===== src/design/msgs_pkg.sv =====
`timescale 1ns / 1ps
`default_nettype none
// ----------------------------------------------------------------------------
// msgs_pkg: shared constants and types of the multi-stop gradient sampler
// Stop count, word layout, fixed-point widths and the sequencer state type.
// ----------------------------------------------------------------------------
package msgs_pkg;

  localparam int MAX_STOPS    = 7;
  localparam int CHANNEL_BITS = 12;

  // stop_count register is 3 bits wide
  localparam int COUNT_W   = 3;
  localparam int STOP_IDX_W = (MAX_STOPS > 1) ? $clog2(MAX_STOPS) : 1;
  localparam int CFG_IDX_W = $clog2(MAX_STOPS + 1);
  localparam int WORD_W    = 64;
  localparam int POS_W     = 16;
  localparam int SLOT_W    = 12;
  localparam int COORD_W   = 17;

  // register indexes
  localparam logic [CFG_IDX_W-1:0] REG_STOP_COUNT = '0;

  // Q1.15 one
  localparam logic [POS_W-1:0] ONE_Q15 = 16'h8000;

  typedef logic [WORD_W-1:0]       stop_word_t;
  typedef logic [CHANNEL_BITS-1:0] chan_t;

  typedef enum logic [2:0] {
    ST_IDLE,
    ST_SEARCH,
    ST_LAST,
    ST_LOAD,
    ST_DIV,
    ST_MUL,
    ST_DONE
  } state_t;

  // channel ch of a stop word: R, G, B, A from high to low slot
  function automatic chan_t stop_chan(input stop_word_t w, input logic [1:0] ch);
    logic [SLOT_W-1:0] slot;
    case (ch)
      2'd0:    slot = w[47:36];
      2'd1:    slot = w[35:24];
      2'd2:    slot = w[23:12];
      default: slot = w[11:0];
    endcase
    return slot[CHANNEL_BITS-1:0];
  endfunction

endpackage
`default_nettype wire


===== src/design/multi_stop_gradient_sampler_unit.sv =====
`timescale 1ns / 1ps
`default_nettype none
// ----------------------------------------------------------------------------
// multi_stop_gradient_sampler_unit: multi-stop linear color gradient sampler
// Clamps a Q1.15 coordinate, finds its segment, divides for the local
// fraction and interpolates RGBA one channel at a time on a shared multiplier.
// ----------------------------------------------------------------------------
// One request is worked on at a time. After acceptance the sequencer scans
// the stops one per cycle, reads the segment start, runs a restoring divider
// one quotient bit per cycle (skipped for an empty segment or a coordinate at
// its start) and then uses a single multiplier for the four channels, one
// channel after another, and then hands the result to the output register.
// With no stops the result goes straight to the handoff; past the last
// segment the last stop color is read and handed off.
// The handoff waits while an earlier result is still stalled at the output.
// The output register lets the next request be accepted while a finished
// result still waits to be taken.
module multi_stop_gradient_sampler_unit
  import msgs_pkg::*;
(
  input  wire logic                        clk,
  input  wire logic                        rst_n,
  // configuration
  input  wire logic                        cfg_we,
  input  wire logic [CFG_IDX_W-1:0]        cfg_index,
  input  wire logic [WORD_W-1:0]           cfg_data,
  // input channel
  input  wire logic                        in_valid,
  output logic                             in_stall,
  input  wire logic signed [COORD_W-1:0]   in_coord,
  // result channel
  output logic                             out_valid,
  input  wire logic                        out_stall,
  output logic [CHANNEL_BITS-1:0]          out_red,
  output logic [CHANNEL_BITS-1:0]          out_green,
  output logic [CHANNEL_BITS-1:0]          out_blue,
  output logic [CHANNEL_BITS-1:0]          out_alpha
);

  // configuration registers
  logic [COUNT_W-1:0] stop_count_r;
  stop_word_t         stop_r [MAX_STOPS];

  // sequencer state
  state_t             state_r, state_nxt;
  logic [COUNT_W-1:0] n_r, n_nxt;
  logic [COUNT_W-1:0] i_r, i_nxt;
  logic [POS_W-1:0]   t_r, t_nxt;
  stop_word_t         w0_r, w0_nxt, w1_r, w1_nxt;
  logic [POS_W:0]     rem_r, rem_nxt;
  logic [POS_W-1:0]   den_r, den_nxt;
  logic [POS_W-1:0]   q_r, q_nxt;
  logic [3:0]         cnt_r, cnt_nxt;
  logic [POS_W-1:0]   f_r, f_nxt;
  logic [1:0]         ch_r, ch_nxt;
  chan_t              res_r [4];
  chan_t              res_nxt [4];

  // output register
  logic               out_valid_r, out_valid_nxt;
  chan_t              out_r [4];
  logic               out_load;

  // shared read port of the stop words
  logic [COUNT_W-1:0]    rd_sel;
  stop_word_t            rd_word;

  // divider step
  logic [POS_W:0]        div_trial;
  logic                  div_bit;

  // channel interpolation datapath
  chan_t                 c1, c2;
  logic signed [CHANNEL_BITS:0]   ch_diff;
  logic signed [CHANNEL_BITS+POS_W+1:0] ch_prod;
  logic signed [CHANNEL_BITS+POS_W+1:0] ch_round;
  chan_t                 ch_res;

  logic [COUNT_W-1:0]    cnt_sat;
  logic [POS_W-1:0]      coord_clamped;
  logic [POS_W-1:0]      p0, p1;

  // configuration writes
  always_ff @(posedge clk) begin
    if (!rst_n) begin
      stop_count_r <= '0;
      for (int k = 0; k < MAX_STOPS; k++) stop_r[k] <= '0;
    end else if (cfg_we) begin
      if (cfg_index == REG_STOP_COUNT) begin
        stop_count_r <= cfg_data[COUNT_W-1:0];
      end else if (32'(cfg_index) <= MAX_STOPS) begin
        stop_r[STOP_IDX_W'(cfg_index - 1'b1)] <= cfg_data;
      end
    end
  end

  // stop word read mux
  always_comb begin
    rd_word = '0;
    if (32'(rd_sel) < MAX_STOPS) rd_word = stop_r[STOP_IDX_W'(rd_sel)];
  end

  // saturated count and clamped coordinate
  assign cnt_sat = (32'(stop_count_r) > MAX_STOPS) ? COUNT_W'(MAX_STOPS) : stop_count_r;

  always_comb begin
    if (in_coord[COORD_W-1])           coord_clamped = '0;
    else if (in_coord[POS_W-1:0] > ONE_Q15) coord_clamped = ONE_Q15;
    else                               coord_clamped = in_coord[POS_W-1:0];
  end

  assign p0 = rd_word[63:48];
  assign p1 = w1_r[63:48];

  // restoring division, one quotient bit per step
  assign div_trial = (cnt_r == 4'd0) ? rem_r : {rem_r[POS_W-1:0], 1'b0};
  assign div_bit   = div_trial >= {1'b0, den_r};

  // one channel: c1 + floor(((c2 - c1) * f + 16384) / 32768)
  assign c1       = stop_chan(w0_r, ch_r);
  assign c2       = stop_chan(w1_r, ch_r);
  assign ch_diff  = $signed({1'b0, c2}) - $signed({1'b0, c1});
  assign ch_prod  = ch_diff * $signed({1'b0, f_r});
  assign ch_round = ch_prod + (CHANNEL_BITS + POS_W + 2)'(16384);
  assign ch_res   = c1 + chan_t'(ch_round >>> 15);

  // output handoff
  assign out_load = (state_r == ST_DONE) && (!out_valid_r || !out_stall);

  // sequencer
  always_comb begin
    state_nxt = state_r;
    n_nxt     = n_r;
    i_nxt     = i_r;
    t_nxt     = t_r;
    w0_nxt    = w0_r;
    w1_nxt    = w1_r;
    rem_nxt   = rem_r;
    den_nxt   = den_r;
    q_nxt     = q_r;
    cnt_nxt   = cnt_r;
    f_nxt     = f_r;
    ch_nxt    = ch_r;
    for (int k = 0; k < 4; k++) res_nxt[k] = res_r[k];
    rd_sel    = i_r + 1'b1;
    in_stall  = (state_r != ST_IDLE);

    case (state_r)
      ST_IDLE: begin
        if (in_valid) begin
          n_nxt = cnt_sat;
          i_nxt = '0;
          t_nxt = coord_clamped;
          if (cnt_sat == '0) begin
            // no stops: opaque black
            res_nxt[0] = '0;
            res_nxt[1] = '0;
            res_nxt[2] = '0;
            res_nxt[3] = '1;
            state_nxt  = ST_DONE;
          end else begin
            state_nxt = ST_SEARCH;
          end
        end
      end
      ST_SEARCH: begin
        rd_sel = i_r + 1'b1;
        if ((i_r + 1'b1) >= n_r) begin
          state_nxt = ST_LAST;
        end else if (t_r <= rd_word[63:48]) begin
          w1_nxt    = rd_word;
          state_nxt = ST_LOAD;
        end else begin
          i_nxt = i_r + 1'b1;
        end
      end
      ST_LAST: begin
        // past the last segment: last stop color
        rd_sel = n_r - 1'b1;
        for (int k = 0; k < 4; k++) res_nxt[k] = stop_chan(rd_word, 2'(k));
        state_nxt = ST_DONE;
      end
      ST_LOAD: begin
        rd_sel = i_r;
        w0_nxt = rd_word;
        ch_nxt = '0;
        if (p1 <= p0 || t_r <= p0) begin
          f_nxt     = '0;
          state_nxt = ST_MUL;
        end else begin
          den_nxt   = p1 - p0;
          rem_nxt   = {1'b0, t_r - p0};
          q_nxt     = '0;
          cnt_nxt   = '0;
          state_nxt = ST_DIV;
        end
      end
      ST_DIV: begin
        rem_nxt = div_bit ? (div_trial - {1'b0, den_r}) : div_trial;
        q_nxt   = {q_r[POS_W-2:0], div_bit};
        cnt_nxt = cnt_r + 1'b1;
        if (cnt_r == 4'd15) begin
          f_nxt     = ({q_r[POS_W-2:0], div_bit} > ONE_Q15) ? ONE_Q15
                                                            : {q_r[POS_W-2:0], div_bit};
          state_nxt = ST_MUL;
        end
      end
      ST_MUL: begin
        res_nxt[ch_r] = ch_res;
        ch_nxt        = ch_r + 1'b1;
        if (ch_r == 2'd3) state_nxt = ST_DONE;
      end
      ST_DONE: begin
        if (out_load) state_nxt = ST_IDLE;
      end
      default: begin
        state_nxt = ST_IDLE;
      end
    endcase
  end

  // output valid
  always_comb begin
    out_valid_nxt = out_valid_r;
    if (out_load)            out_valid_nxt = 1'b1;
    else if (!out_stall)     out_valid_nxt = 1'b0;
  end

  // control registers
  always_ff @(posedge clk) begin
    if (!rst_n) begin
      state_r     <= ST_IDLE;
      out_valid_r <= 1'b0;
      cnt_r       <= '0;
      ch_r        <= '0;
      i_r         <= '0;
      n_r         <= '0;
    end else begin
      state_r     <= state_nxt;
      out_valid_r <= out_valid_nxt;
      cnt_r       <= cnt_nxt;
      ch_r        <= ch_nxt;
      i_r         <= i_nxt;
      n_r         <= n_nxt;
    end
  end

  // datapath registers
  always_ff @(posedge clk) begin
    t_r   <= t_nxt;
    w0_r  <= w0_nxt;
    w1_r  <= w1_nxt;
    rem_r <= rem_nxt;
    den_r <= den_nxt;
    q_r   <= q_nxt;
    f_r   <= f_nxt;
    for (int k = 0; k < 4; k++) res_r[k] <= res_nxt[k];
    if (out_load) begin
      for (int k = 0; k < 4; k++) out_r[k] <= res_r[k];
    end
  end

  assign out_valid = out_valid_r;
  assign out_red   = out_r[0];
  assign out_green = out_r[1];
  assign out_blue  = out_r[2];
  assign out_alpha = out_r[3];

endmodule
`default_nettype wire

===== config.mk =====
export PLATFORM = sky130hd
export DESIGN_NAME = multi_stop_gradient_sampler_unit
export DESIGN_NICKNAME = d
export VERILOG_FILES = /design/src/design/msgs_pkg.sv /design/src/design/multi_stop_gradient_sampler_unit.sv
export SDC_FILE = /design/constraint.sdc
export NUM_CORES = 2
export LEC_CHECK = 0
export BUFFER_PORTS_ARGS = -buffer_cell sky130_fd_sc_hd__buf_4
export CORE_AREA = 3 3 375 192
export CTS_BUF_LIST = sky130_fd_sc_hd__clkbuf_4 sky130_fd_sc_hd__clkbuf_8
export DETAILED_ROUTE_END_ITERATION = 6
export DIE_AREA = 0 0 378 195
export HOLD_SLACK_MARGIN = 0.08
export PLACE_DENSITY = 0.77
export REMOVE_ABC_BUFFERS = 1
export SYNTH_ARGS = -nofsm -noshare
export SYNTH_HDL_FRONTEND = slang
export SYNTH_SLANG_ARGS = --single-unit

===== constraint.sdc =====
create_clock -name clk -period 18.85 [get_ports clk]
set_clock_uncertainty 0.05 [all_clocks]
set_input_delay 3.77 -clock clk [delete_from_list [all_inputs] [get_ports clk]]
set_output_delay 3.77 -clock clk [all_outputs]
set_load 0.01 [all_outputs]

==> results.py <==
metrics = {
    "status": {
        "outcome": "completed",
    },
    "critical_path": {
        "start_kind": "flop",
        "crit_path_max_fanout": 30,
        "critPathArrivalTime_ps": 12900,
        "endpoint_kind": "flop",
        "cp_slowest_cell": "xor2_1",
        "cpPeakStageDelay_ps": 980,
        "worstSetupPathType": "reg2reg",
        "crit_required_ps": 19330,
        "cp_common_cell": "fa_1",
    },
    "routing": {
        "detail-route-antenna-nets": 0,
        "via_per_inst": 5.98,
        "wl_per_cell_um": 21.2,
        "num_vias": 29800,
        "firstDrtPassIters": 6,
        "remaining_drc_errors": 0,
        "drt_iter0_drc": 3627,
        "routed_wl_um": 106000,
    },
    "sta": {
        "slew_headroom_pct": 15.9,
        "fin_crit_ps": 12420,
        "max_clock_freq_ghz": 0.0805,
        "drv_slew": 0,
        "finalHoldViolations": 0,
        "finalWorstSetupSlack_ps": 6430,
        "tns_ps": 0,
        "timing.final.crit_share_pct": 65.9,
        "setup_viol": 0,
        "worst_slew_pin_slew_ps": 1260,
        "rsz0062_at_grt": "false",
    },
    "cts": {
        "clk_latency_ps": 750,
        "path_clk_slew_ps": 70,
        "ctsRootBufferMaster": "clkbuf_8",
        "cts.sinks": 755,
        "post_cts_buffers": 0,
        "cts_tree": "done",
        "cts.path.max_buffers": 3,
        "htreeDepth": 3,
        "numCtsBuffers": 105,
        "hold_buffers": 0,
        "cts_resized": 0,
    },
    "global_route": {
        "grt-ovfl-total": 0,
        "use_met3_pct": 4.95,
        "track_usage_pct": 28.5,
        "busiest_layer": "met2",
        "use_met2_pct": 45.1,
        "grt_pass1_wl_um": 163000,
        "gr-usage-met1_pct": 40.3,
        "grt_max_degree": 130,
        "grt_antenna_before_repair": 2,
        "grt_pass1_vias": 29400,
    },
    "logic_synthesis": {
        "yosysUniqueCellTypes": 73,
        "ys_async_sr_fraction_pct": 0,
        "synth_edf_count": 672,
        "synth_largest_area_cell": "edfxtp_1",
        "synth_ff_type": "edfxtp_1",
        "syn_area_um2": 41100,
        "synth-seq-cells": 755,
        "yosysWarnings": 0,
        "syn_inst": 3908,
        "avgSynthCellArea_um2": 10.5,
        "yosysSeqAreaShare_pct": 53.1,
        "ys_top_cells_by_area": "edfxtp_1 49%, fa_1 7.7%, nand2_1 5.3%",
        "synth_top_area_share_pct": 49.0,
    },
    "cells_and_area": {
        "layout_common_cells": "672 x edfxtp_1, 572 x nand2_1, 466 x nor2_1",
        "nets": 4395,
        "final_common_cell": "edfxtp_1",
        "syn_to_final_growth_pct": 10.2,
        "fillCellCount": 5179,
        "drive_gt1_share_pct": 11.1,
    },
    "placement": {
        "place_congestion": 0.870,
        "dp_hpwl_um": 65500,
        "io_buffers": 138,
        "pre_cts_slack_ps": 6570,
    },
    "floorplan": {
        "die-area_um2": 73700,
        "num_rows": 68,
        "start_util_pct": 59.9,
        "core_um2": 68700,
        "fp.dieW_um": 378,
        "die_h_um": 195,
        "io_pins": 139,
    },
    "hold_path": {
        "hold_class": "reg2reg",
    },
    "job": {
        "max_cap_viol_count": 0,
    },
}
==> worst max-delay path, delay by kind of cell, from the launching register on <==
family | cells | cell delay [ps]
compound gates | 14 | 3190
xor+xnor | 4 | 1900
fa+ha+maj | 12 | 4710
buf+inv | 5 | 980
flops | 1 | 350
mux | 1 | 130
simple gates | 6 | 930
==> per-layer routing <==
metal | up-vias | routed length, um
met5 | - | 0
met1 | 14400 | 42600
met3 | 201 | 11500
li1 | 13600 | -
met2 | 1578 | 48800
met4 | 0 | 2670
==> final timing paths <==
kind | slack (ps) | start | end | cells past startpoint
setup / recovery | 6430 | ch_r[0] | res_r[0][11] | 42
hold reg to reg | 410 | res_r[0][0] | out_r[0][0] | 0
setup reg to reg | 6430 | ch_r[0] | res_r[0][11] | 42
hold / removal | 410 | res_r[0][0] | out_r[0][0] | 0
==> registers in the layout, indices dropped and copies added (netlist names), 16 cells and up <==
signal,flops
den_r,16
f_r,16
out_r,48
rem_r,17
res_r,48
stop_r,448
t_r,16
w0_r,48
w1_r,64
==> through the flow <==
stage / util, % / std cells / hold WS (ps) / area, um2
3_5_place_dp: 62.7 / 4788 / 385 / 43100
2_1_floorplan: - / 3679 / 376 / 40300
6_report: 65.9 / 4982 / 411 / 45300
4_1_cts: 65.9 / 4981 / 401 / 45300
5_1_grt: 65.9 / 4982 / 422 / 45300
3_3_place_gp: 62.7 / 4788 / 391 / 43100
==> area by class of cell <==
class                           count  area (um2)  share of cell area (%)
Antenna cell                        1        2.50                 0.00552
Clock buffer                      175        2050                    4.53
Clock inverter                     18         178                   0.392
Inverter                          300        1130                    2.48
Multi-Input combinational cell   2624       17500                    38.6
Sequential cell                   755       21800                    48.2
Tap cell                          910        1140                    2.51
Timing Repair Buffer              199        1510                    3.32
==> synth_stat cells (42+ instances only) <==
cell type,instances
a21oi_1,304
a2bb2oi_1,42
and2_1,109
clkbuf_1,187
dfxtp_1,83
edfxtp_1,672
fa_1,158
ha_1,163
inv_1,300
mux2i_1,65
nand2_1,582
nand3_1,89
nor2_1,467
o21ai_0,197
xnor2_1,52
==> cells by family (layout without fill, tap and decap cells) <==
logic type                 Yosys count  after routing  synth area share [%]
xor gates and xnor gates            80             80                  1.77
muxes                               86             86                  2.16
adders and majority gates          322            322                  12.7
DFF                                755            755                  53.1
and+or+nand+nor                   1390           1390                  14.5
AOI/OAI and AO/OA                  746            746                  11.0
other                                0              1                     0
buffers and inverters              529            692                  4.86
Power is left out: the tool's default activity adds up to more than one toggle a clock period on the data nets, which glitch-free logic cannot reach.
